File: src/hw/rtl/dcae_pkg.sv
// shared types, constants and helpers for the dma channel address engine
// no dependencies; imported by every module of the block
`timescale 1ns / 1ps
`default_nettype none

package dcae_pkg;

  localparam int unsigned AddrWidth  = 32;
  localparam int unsigned CountWidth = 22;
  localparam int unsigned ModeWidth  = 4;
  localparam int unsigned CfgIdxWidth = 2;
  localparam int unsigned CfgDataWidth = 32;
  localparam int unsigned OutDataWidth = 104;

  // control word bit positions
  localparam int unsigned CtrlEnableBit = 31;
  localparam int unsigned CtrlIrqBit    = 30;
  localparam int unsigned CtrlWordBit   = 26;
  localparam int unsigned CtrlRepeatBit = 25;

  localparam logic [CountWidth-1:0] CountMaskSide0   = 22'h1F_FFFF;
  localparam logic [CountWidth-1:0] CountMaskWideCh  = 22'h00_FFFF;
  localparam logic [CountWidth-1:0] CountMaskNarrow  = 22'h00_3FFF;

  typedef enum logic [1:0] {
    STEP_INC = 2'd0,
    STEP_DEC = 2'd1,
    STEP_FIX = 2'd2
  } step_t;

  typedef enum logic {
    OP_CTRL_WRITE = 1'b0,
    OP_STEP       = 1'b1
  } op_t;

  typedef enum logic [CfgIdxWidth-1:0] {
    CFG_SOURCE_BASE   = 2'd0,
    CFG_DEST_BASE     = 2'd1,
    CFG_CPU_SIDE      = 2'd2,
    CFG_CHANNEL_INDEX = 2'd3
  } cfg_index_t;

  typedef struct packed {
    logic                  transfer_valid;
    logic [AddrWidth-1:0]  read_addr;
    logic [AddrWidth-1:0]  write_addr;
    logic                  word_size;
    logic                  last;
    logic                  irq;
    logic                  busy_res;
    logic [ModeWidth-1:0]  start_mode;
    logic [AddrWidth-1:0]  control_readback;
  } result_t;

  // code 3 runs as increment, like code 0
  function automatic step_t decode_step(input logic [1:0] code);
    step_t s;
    case (code)
      2'd1:    s = STEP_DEC;
      2'd2:    s = STEP_FIX;
      default: s = STEP_INC;
    endcase
    return s;
  endfunction

  function automatic logic [AddrWidth-1:0] advance(input logic [AddrWidth-1:0] addr,
                                                   input step_t step,
                                                   input logic [2:0] unit);
    logic [AddrWidth-1:0] r;
    case (step)
      STEP_INC: r = addr + {{(AddrWidth-3){1'b0}}, unit};
      STEP_DEC: r = addr - {{(AddrWidth-3){1'b0}}, unit};
      default:  r = addr;
    endcase
    return r;
  endfunction

endpackage

`default_nettype wire

File: src/hw/rtl/dma_channel_address_engine.sv
// dma channel address engine: one channel that turns step words into
// read/write address pairs. Input words carry operation in s_tuser (0 control
// write, 1 step) and the control word in s_tdata. Each accepted word gives
// exactly one result word on the master side; m_tuser flags a real transfer,
// m_tlast marks the final transfer of a block.
// Configuration (source base, dest base, cpu side, channel index) is written
// through cfg_we/cfg_index/cfg_data and takes effect at the next enable.
// A result is registered in the result or skid register when its input word is
// accepted. Throughput: one word per cycle while the skid register is empty; the
// channel state update is combinational add/decrement logic before the result reg.
// When the receiver stalls, one extra result is held in a skid register and
// s_tready drops only while that register is full.
// Reset (rst, synchronous) clears the control word, addresses, count and
// configuration; no result is pending afterwards.
// depends on dcae_pkg, dcae_core, dcae_out_buf
`timescale 1ns / 1ps
`default_nettype none

module dma_channel_address_engine (
  input  wire logic                               clk,
  input  wire logic                               rst,
  input  wire logic                               cfg_we,
  input  wire logic [dcae_pkg::CfgIdxWidth-1:0]   cfg_index,
  input  wire logic [dcae_pkg::CfgDataWidth-1:0]  cfg_data,
  input  wire logic                               s_tvalid,
  output logic                                    s_tready,
  input  wire logic [31:0]                        s_tdata,  // control_value
  input  wire logic                               s_tuser,  // operation
  output logic                                    m_tvalid,
  input  wire logic                               m_tready,
  // read_addr, write_addr, word_size, irq, busy_res, start_mode,
  // control_readback, one zero pad bit
  output logic [dcae_pkg::OutDataWidth-1:0]       m_tdata,
  output logic                                    m_tuser,  // transfer_valid
  output logic                                    m_tlast   // last
);
  import dcae_pkg::*;

  result_t core_result;
  result_t out_result;
  logic    accept;

  assign accept = s_tvalid && s_tready;

  dcae_core u_core (
    .clk           (clk),
    .rst           (rst),
    .cfg_we        (cfg_we),
    .cfg_index     (cfg_index),
    .cfg_data      (cfg_data),
    .accept        (accept),
    .operation     (s_tuser),
    .control_value (s_tdata),
    .result        (core_result)
  );

  dcae_out_buf u_out_buf (
    .clk       (clk),
    .rst       (rst),
    .in_valid  (s_tvalid),
    .in_ready  (s_tready),
    .in_data   (core_result),
    .out_valid (m_tvalid),
    .out_ready (m_tready),
    .out_data  (out_result)
  );

  assign m_tuser = out_result.transfer_valid;
  assign m_tlast = out_result.last;
  assign m_tdata = {1'b0,
                    out_result.control_readback,
                    out_result.start_mode,
                    out_result.busy_res,
                    out_result.irq,
                    out_result.word_size,
                    out_result.write_addr,
                    out_result.read_addr};

endmodule

`default_nettype wire

File: src/hw/rtl/dcae_core.sv
// channel state, configuration registers and the per-word update logic
// depends on dcae_pkg
`timescale 1ns / 1ps
`default_nettype none

module dcae_core (
  input  wire logic                               clk,
  input  wire logic                               rst,
  input  wire logic                               cfg_we,
  input  wire logic [dcae_pkg::CfgIdxWidth-1:0]   cfg_index,
  input  wire logic [dcae_pkg::CfgDataWidth-1:0]  cfg_data,
  input  wire logic                               accept,
  input  wire logic                               operation,
  input  wire logic [dcae_pkg::AddrWidth-1:0]     control_value,
  output dcae_pkg::result_t                       result
);
  import dcae_pkg::*;

  logic [AddrWidth-1:0]  source_base;
  logic [AddrWidth-1:0]  dest_base;
  logic                  cpu_side;
  logic [1:0]            channel_index;

  logic [AddrWidth-1:0]  control_word, control_word_next;
  logic [AddrWidth-1:0]  current_source, current_source_next;
  logic [AddrWidth-1:0]  current_dest, current_dest_next;
  logic [CountWidth-1:0] units_left, units_left_next;
  step_t                 source_step, source_step_next;
  step_t                 dest_step, dest_step_next;
  logic [ModeWidth-1:0]  mode_latched, mode_latched_next;

  logic [CountWidth-1:0] count_mask;
  logic [CountWidth-1:0] count_masked;
  logic [2:0]            unit;
  logic                  xfer;
  logic                  is_last;

  always_ff @(posedge clk) begin
    if (rst) begin
      source_base   <= '0;
      dest_base     <= '0;
      cpu_side      <= 1'b0;
      channel_index <= '0;
    end else if (cfg_we) begin
      case (cfg_index_t'(cfg_index))
        CFG_SOURCE_BASE:   source_base   <= cfg_data;
        CFG_DEST_BASE:     dest_base     <= cfg_data;
        CFG_CPU_SIDE:      cpu_side      <= cfg_data[0];
        CFG_CHANNEL_INDEX: channel_index <= cfg_data[1:0];
        default:           ;
      endcase
    end
  end

  always_comb begin
    if (!cpu_side) count_mask = CountMaskSide0;
    else if (channel_index == 2'd3) count_mask = CountMaskWideCh;
    else count_mask = CountMaskNarrow;
    count_masked = control_value[CountWidth-1:0] & count_mask;
    unit = control_word[CtrlWordBit] ? 3'd4 : 3'd2;
  end

  always_comb begin
    control_word_next   = control_word;
    current_source_next = current_source;
    current_dest_next   = current_dest;
    units_left_next     = units_left;
    source_step_next    = source_step;
    dest_step_next      = dest_step;
    mode_latched_next   = mode_latched;
    xfer                = 1'b0;
    is_last             = 1'b0;

    if (op_t'(operation) == OP_CTRL_WRITE) begin
      control_word_next = control_value;
      if (!control_value[CtrlEnableBit]) begin
        units_left_next = '0;
      end else if (!control_word[CtrlEnableBit]) begin
        // rising enable: latch addresses, steps and start mode
        current_source_next = source_base;
        current_dest_next   = dest_base;
        dest_step_next      = decode_step(control_value[22:21]);
        source_step_next    = decode_step(control_value[24:23]);
        if (!cpu_side) mode_latched_next = {1'b0, control_value[29:27]};
        else mode_latched_next = {2'b10, control_value[29:28]};
        if (mode_latched_next[2:0] == 3'd0) begin
          // zero count stands for the full mask range
          units_left_next = (count_masked == '0) ? count_mask + 1'b1 : count_masked;
        end else begin
          units_left_next = '0;
        end
      end
    end else if (units_left != '0) begin
      xfer                = 1'b1;
      current_source_next = advance(current_source, source_step, unit);
      current_dest_next   = advance(current_dest, dest_step, unit);
      units_left_next     = units_left - 1'b1;
      if (units_left_next == '0) begin
        is_last = 1'b1;
        if (!control_word[CtrlRepeatBit]) control_word_next[CtrlEnableBit] = 1'b0;
      end
    end
  end

  always_comb begin
    result.transfer_valid   = xfer;
    result.read_addr        = xfer ? current_source : current_source_next;
    result.write_addr       = xfer ? current_dest : current_dest_next;
    result.word_size        = control_word_next[CtrlWordBit];
    result.last             = is_last;
    result.irq              = is_last & control_word[CtrlIrqBit];
    result.busy_res         = units_left_next != '0;
    result.start_mode       = mode_latched_next;
    result.control_readback = control_word_next;
  end

  always_ff @(posedge clk) begin
    if (rst) begin
      control_word   <= '0;
      current_source <= '0;
      current_dest   <= '0;
      units_left     <= '0;
      source_step    <= STEP_INC;
      dest_step      <= STEP_INC;
      mode_latched   <= '0;
    end else if (accept) begin
      control_word   <= control_word_next;
      current_source <= current_source_next;
      current_dest   <= current_dest_next;
      units_left     <= units_left_next;
      source_step    <= source_step_next;
      dest_step      <= dest_step_next;
      mode_latched   <= mode_latched_next;
    end
  end

endmodule

`default_nettype wire

File: src/hw/rtl/dcae_out_buf.sv
// result register with a skid stage so one more input word is taken while output stalls
// depends on dcae_pkg
`timescale 1ns / 1ps
`default_nettype none

module dcae_out_buf (
  input  wire logic        clk,
  input  wire logic        rst,
  input  wire logic        in_valid,
  output logic             in_ready,
  input  wire dcae_pkg::result_t in_data,
  output logic             out_valid,
  input  wire logic        out_ready,
  output dcae_pkg::result_t out_data
);
  import dcae_pkg::*;

  logic    skid_valid;
  result_t skid_data;

  assign in_ready = !skid_valid;

  always_ff @(posedge clk) begin
    if (rst) begin
      out_valid  <= 1'b0;
      skid_valid <= 1'b0;
    end else if (!out_valid || out_ready) begin
      if (skid_valid) begin
        out_valid  <= 1'b1;
        skid_valid <= 1'b0;
      end else begin
        out_valid <= in_valid;
      end
    end else if (in_valid && in_ready) begin
      skid_valid <= 1'b1;
    end
  end

  always_ff @(posedge clk) begin
    if (!out_valid || out_ready) begin
      out_data <= skid_valid ? skid_data : in_data;
    end
    if (out_valid && !out_ready && !skid_valid) begin
      skid_data <= in_data;
    end
  end

endmodule

`default_nettype wire

File: config.mk
export PLATFORM = sky130hd
export DESIGN_NAME = dma_channel_address_engine
export DESIGN_NICKNAME = d
export VERILOG_FILES = /design/src/hw/rtl/dcae_pkg.sv /design/src/hw/rtl/dma_channel_address_engine.sv /design/src/hw/rtl/dcae_core.sv /design/src/hw/rtl/dcae_out_buf.sv
export SDC_FILE = /design/constraint.sdc
export NUM_CORES = 1
export LEC_CHECK = 0
export ABC_AREA = 0
export ABC_CLOCK_PERIOD_IN_PS = 22100
export BUFFER_PORTS_ARGS = -buffer_cell sky130_fd_sc_hd__clkbuf_2
export CORE_ASPECT_RATIO = 1.75
export CORE_MARGIN = 4
export CORE_UTILIZATION = 36
export CTS_CLUSTER_DIAMETER = 80
export DETAILED_ROUTE_END_ITERATION = 16
export PLACE_DENSITY = 0.53
export SYNTH_ARGS = -nofsm -noshare
export SYNTH_HDL_FRONTEND = slang
export SYNTH_SLANG_ARGS = --single-unit
File: constraint.sdc
create_clock -name clk -period 22.1 [get_ports clk]
set_clock_uncertainty 0.15 [all_clocks]
set_input_delay 3.315 -clock clk [delete_from_list [all_inputs] [get_ports clk]]
set_output_delay 3.315 -clock clk [all_outputs]
set_load 0.05 [all_outputs]
==> Yosys cells after proc, flatten, opt, wreduce, memory -nomap -nowiden <==
Index checks and enable logic that the tools add are counted.
{ "word_totals": {"regBits": 405, "inputBits": 72, "out_inout_bits": 108} }
{ "classes": {"n_addsub": 6, "n_eq_ne": 10, "muxes": 42, "bitwise": 4, "reduce_logical": 21} }
{ "op_table": {"columns": ["op", "count"], "rows": [
  ["32-bit two-way mux", 10],
  ["22-bit two-way mux", 7],
  ["32-bit case mux with 2 select lines", 2],
  ["105-bit two-way mux", 1],
  ["32-bit by 3-bit adder with 32-bit output", 2],
  ["32-bit by 3-bit subtractor with 32-bit output", 2],
  ["22-bit logical NOT", 2],
  ["22-bit nonzero test", 2],
  ["31-bit two-way mux", 1],
  ["4-bit two-way mux", 7],
  ["22-bit by 1-bit adder with 22-bit output, second input constant", 1],
  ["22-bit bitwise AND", 1],
  ["22-bit by 1-bit subtractor with 22-bit output, second input constant", 1],
  ["16-bit two-way mux", 1],
  ["2-bit by 1-bit == test with 1-bit output, second input constant", 5],
  ["2-bit == test, second input constant", 5],
  ["1-bit two-way mux", 10],
  ["2-bit case mux with 2 select lines", 2],
  ["2-bit AND reduction", 4],
  ["2-bit logical NOT", 3],
  ["4-bit AND reduction", 1],
  ["1-bit logical AND", 3],
  ["1-bit logical NOT", 3],
  ["3-bit logical NOT", 1],
  ["other kinds (5)", 6]
]} }

==> Depth between registers and ports, before layout <==
{ "depth": {"ltp_word": 12, "depth_mapped": 14} }

==> Cells and area by module <==
From an unflattened synthesis, not the netlist that was laid out.
{ "unflattened": {"cells_unflattened": 2098, "hier_area_um2": 20542.2} }
{ "modules_own_cells": {"columns": ["mod", "instances", "cells_per_inst", "area_per_inst_um2", "seq_area_each_um2"], "rows": [
  ["dcae_core", 1, 1760, 12819.8, 3863.7],
  ["dcae_out_buf", 1, 335, 7704.9, 6346.1],
  ["dma_channel_address_engine", 1, 3, 17.5, 0.0]
]} }

==> Worst setup path after synthesis <==
OpenSTA, ideal clock, no wires.
{ "synth_path": {"path_kind": "input to register", "from": "in m_tready", "to": "reg u_out_buf.skid_data[0] in the netlist's numbering, enable pin", "setup_time_ns": 1.019, "arrival_time_ns": 10.052, "slack_ns": 10.880, "cell_stages": 2, "path_buffers": 0, "path_cell_list": "nand2b_1 -> nor2_1"} }
{ "synth_via": {"elab_chain_cells": 3} }
{ "synth_lines": {"columns": ["item", "line", "rtl"], "rows": [
  ["from (decl)", "dma_channel_address_engine.sv:30", "input wire logic m_tready,"],
  ["1-bit logical NOT", "dcae_out_buf.sv:43", "if (out_valid && !out_ready && !skid_valid) begin"],
  ["1-bit logical AND (2 in series)", "dcae_out_buf.sv:43", null],
  ["to (signal assigned)", "dcae_out_buf.sv:44", "skid_data <= in_data;"],
  ["to (decl)", "dcae_out_buf.sv:19", "result_t skid_data;"]
]} }
No other way between the ends.
A chain may end at the register's enable or synchronous reset.

==> Worst setup path in the final report <==
{ "layout_path": {"from": "in s_tuser", "to": "reg u_core.current_source[13]"} }
{ "layout_via": {"elab_chain_cells": 1} }
{ "layout_lines": {"columns": ["item", "line", "rtl"], "rows": [
  ["from (decl)", "dma_channel_address_engine.sv:28", "input wire logic s_tuser,"],
  ["32-bit two-way mux", "dcae_core.sv:74", "if (op_t'(operation) == OP_CTRL_WRITE) begin"],
  ["to (signal assigned)", "dcae_core.sv:128", "current_source <= current_source_next;"],
  ["to (decl)", "dcae_core.sv:25", "logic [AddrWidth-1:0] current_source, current_source_next;"]
]} }
No other way between the ends.

==> results.sh <==
export IMPL_critPathArrivalTime_ns=7.05
export IMPL_seq_area_mm2=0.01015
export IMPL_synth_flop_cell="edfxtp_1"
export IMPL_yosysTopAreaCellShare=0.3029
export IMPL_grt_pass1_vias=16730
export IMPL_finalNonFillerCells=3082
export IMPL_syn_avg_cell_area_um2=9.457
export IMPL_initial_utilization=0.3655
export IMPL_ys_warn_count=0
export IMPL_cts_buffer_depth=3
export IMPL_drv_cap=0
export IMPL_drive_gt1_frac=0.1873
export IMPL_clockRootBuffer="clkbuf_16"
export IMPL_drt_total_wl_mm=64.55
export IMPL_hold_viol=0
export IMPL_route_vias_total=16670
export IMPL_crit_path_end_kind="flip-flop"
export IMPL_syn_cell_area_mm2=0.02062
export IMPL_die_h_um=324.6
export IMPL_dieArea_mm2=0.06131
export IMPL_total_power_w=0.001953
export IMPL_cts_setup_buffers=0
export IMPL_final_area_mm2=0.02361
export IMPL_path_class="in -> reg"
export IMPL_hpwl_mm=45.60
export IMPL_io_pin_count=180
export IMPL_first_iter_violations=1164
export IMPL_grt_antenna_before_repair=2
export IMPL_synth_top_area_cell="edfxtp_1"
export IMPL_wl_per_cell_um=20.94
export IMPL_ys_types=79
export IMPL_final_util=0.4186
export IMPL_ir_worst_vdd_v=0.00005446
export IMPL_setup_viol=0
export IMPL_cts_sinks=403
export IMPL_fin_nets=2425
export IMPL_yosysMostFrequentCell="nand2_1"
export IMPL_tightest_slew_ns=1.064
export IMPL_multi_input_area_mm2=0.009908
export IMPL_slew_headroom=0.2890
export IMPL_cts_htree_levels=2
export IMPL_n_antenna_cell=0
export IMPL_power_density_mw_per_mm2=82.73
export IMPL_areaGrowthSynthToFinish_pct=14.51
export IMPL_ant_nets=0
export IMPL_syn_nets=2316
export IMPL_slew_violations=0
export IMPL_max_freq_ghz=0.1479
export IMPL_port_buffer_count=178
export IMPL_p_leak_nw=9.650
export IMPL_clk_latency_ns=0.56
export IMPL_fp_dieW_um=188.9
export IMPL_grt_overflow_total=0
export IMPL_status="finished, final reports clean"
export IMPL_cts_buffers=41
export IMPL_num_rows=115
export IMPL_ctsHoldBuffers=0
export IMPL_cp_start_kind="primary input"
export IMPL_synth_edf_count=208
export IMPL_ctsResizeCount=0
export IMPL_hold_class="reg -> reg"
export IMPL_async_flop_share=0
export IMPL_seq_area_frac_synth=0.4923
export IMPL_cp_data_required_time_ns=22.39
export IMPL_grt_usage=0.2043
export IMPL_period_needed_ns=6.762
export IMPL_synth_seq_cells=403
export IMPL_drcViolationCount=0
export IMPL_drtPass1Iterations=5
export IMPL_rsz0062_at_grt="no"
export IMPL_dpl_cell_area_mm2=0.02219
export IMPL_grt_max_degree=142
export IMPL_cts_tree="done"
export IMPL_fin_crit_sh=0.3060
export IMPL_gp_congestion=0.9179
export IMPL_grt_pass1_wl_mm=98.99
export IMPL_dp_cells=3006
export IMPL_nFillCells=5641
export IMPL_routed_via_density=5.410
export IMPL_core_area_mm2=0.05640
export IMPL_crit_fanout=72
export IMPL_ys_top_cells_by_area="edfxtp_1 30%, dfxtp_1 19%, nand2_1 7.6%"
export IMPL_syn_instance_count=2180
export IMPL_synthTopCellsByCount="420 x nand2_1, 211 x nor2_1, 208 x edfxtp_1"
export IMPL_path_clk_slew_ns=0.06
export IMPL_setup_tns_ns=0
kinds of logic (layout without fill, tap and decap cells):
| kind of cell | Yosys count | in the layout | share of synthesized area |
|---|---|---|---|
| other cells | 1 | 1 | 0.0001819 |
| buf+inv | 161 | 303 | 0.03040 |
| mux | 147 | 147 | 0.07968 |
| compound gates | 496 | 496 | 0.1533 |
| simple gates | 851 | 851 | 0.1811 |
| fa+ha+maj | 64 | 64 | 0.03884 |
| xor+xnor | 57 | 57 | 0.02421 |
| flops | 403 | 403 | 0.4923 |
sequential cells by signal (all words and copies together) (netlist names):
name                   count
u_out_buf.out_data       104
u_core.units_left         22
u_core.cpu_side            1
u_core.dest_step           2
u_core.source_base        32
u_core.current_source     32
u_core.source_step         2
u_out_buf.skid_data      104
u_core.mode_latched        4
u_out_buf.out_valid        1
u_out_buf.skid_valid       1
u_core.channel_index       2
u_core.dest_base          32
u_core.control_word       32
u_core.current_dest       32
layout by cell type, fill, tap and decap left out, drive strengths merged, types with 9 or more instances in the layout:
cell type    n
a21oi      167
edfxtp     208
clkinv      10
mux2i       10
o21a         9
a22o         9
dfxtp      195
xnor2       32
inv         27
o22ai       33
nor2b       13
a31oi       12
nand4       18
nor2       211
ha          64
a22oi       17
nor4        15
xor2        25
a2111oi     11
mux2       137
nand2b      12
a211oi      46
nor3        72
nand2      420
nand3       25
buf         25
a21o        37
o211ai      11
and2        14
o31ai        9
and3        12
o21ai       81
clkbuf     229
routing by layer:
layer,up-vias,wire (µm),GRT usage
met5,-,30,0
met1,7972,25670,0.2412
li1,8094,-,-
met2,483,33150,0.3683
met4,4,3213,0.09369
met3,121,2479,0.02385
final timing paths:
path / startpoint / endpoint / slack (ns) / cells after the start
worst min register to register: u_core.dest_base[2] / u_core.dest_base[2] / 0.31 / 2
worst min-delay path: u_core.dest_base[2] / u_core.dest_base[2] / 0.31 / 2
worst max register to register: u_core.units_left[0] / u_out_buf.out_data[78] / 17.02 / 11
worst max-delay path: s_tuser / u_core.current_source[13] / 15.34 / 8
power breakdown:
group / switching [W] / internal [W] / leakage [nW] / total (W)
Clock: 0.000310 / 0.000425 / 0.672 / 0.000735
Combinational: 0.000240 / 0.000100 / 5.25 / 0.000341
Sequential: 0.0000332 / 0.000844 / 3.73 / 0.000877
Total: 0.000584 / 0.00137 / 9.65 / 0.00195
final cells by class:
cell class                      instances  share of cell area
Inverter                               25            0.004081
Clock inverter                         24             0.01044
Sequential cell                       403              0.4299
Multi-Input combinational cell       1616              0.4197
Clock buffer                           52             0.04961
Timing Repair Buffer                  202             0.04600
Tap cell                              760             0.04028
worst max-delay path, stage by stage:
cell and delay, ns:
clkbuf_2 0.08, buf_4 0.31, nor2b_1 0.81, nand2b_4 0.51, buf_4 0.51, a21oi_2 0.95, nor2_1 0.08, a2111oi_0 0.39
through the flow:
step                      hold slack [ns]  setup WS, ns
after floorplan                    0.2864         10.88
after global placement             0.2943         14.87
after detailed placement           0.3012         14.84
after CTS                          0.3102         15.43
after global routing               0.3244         15.01
final                              0.3064         15.34
(Power assumes the default switching activity.)
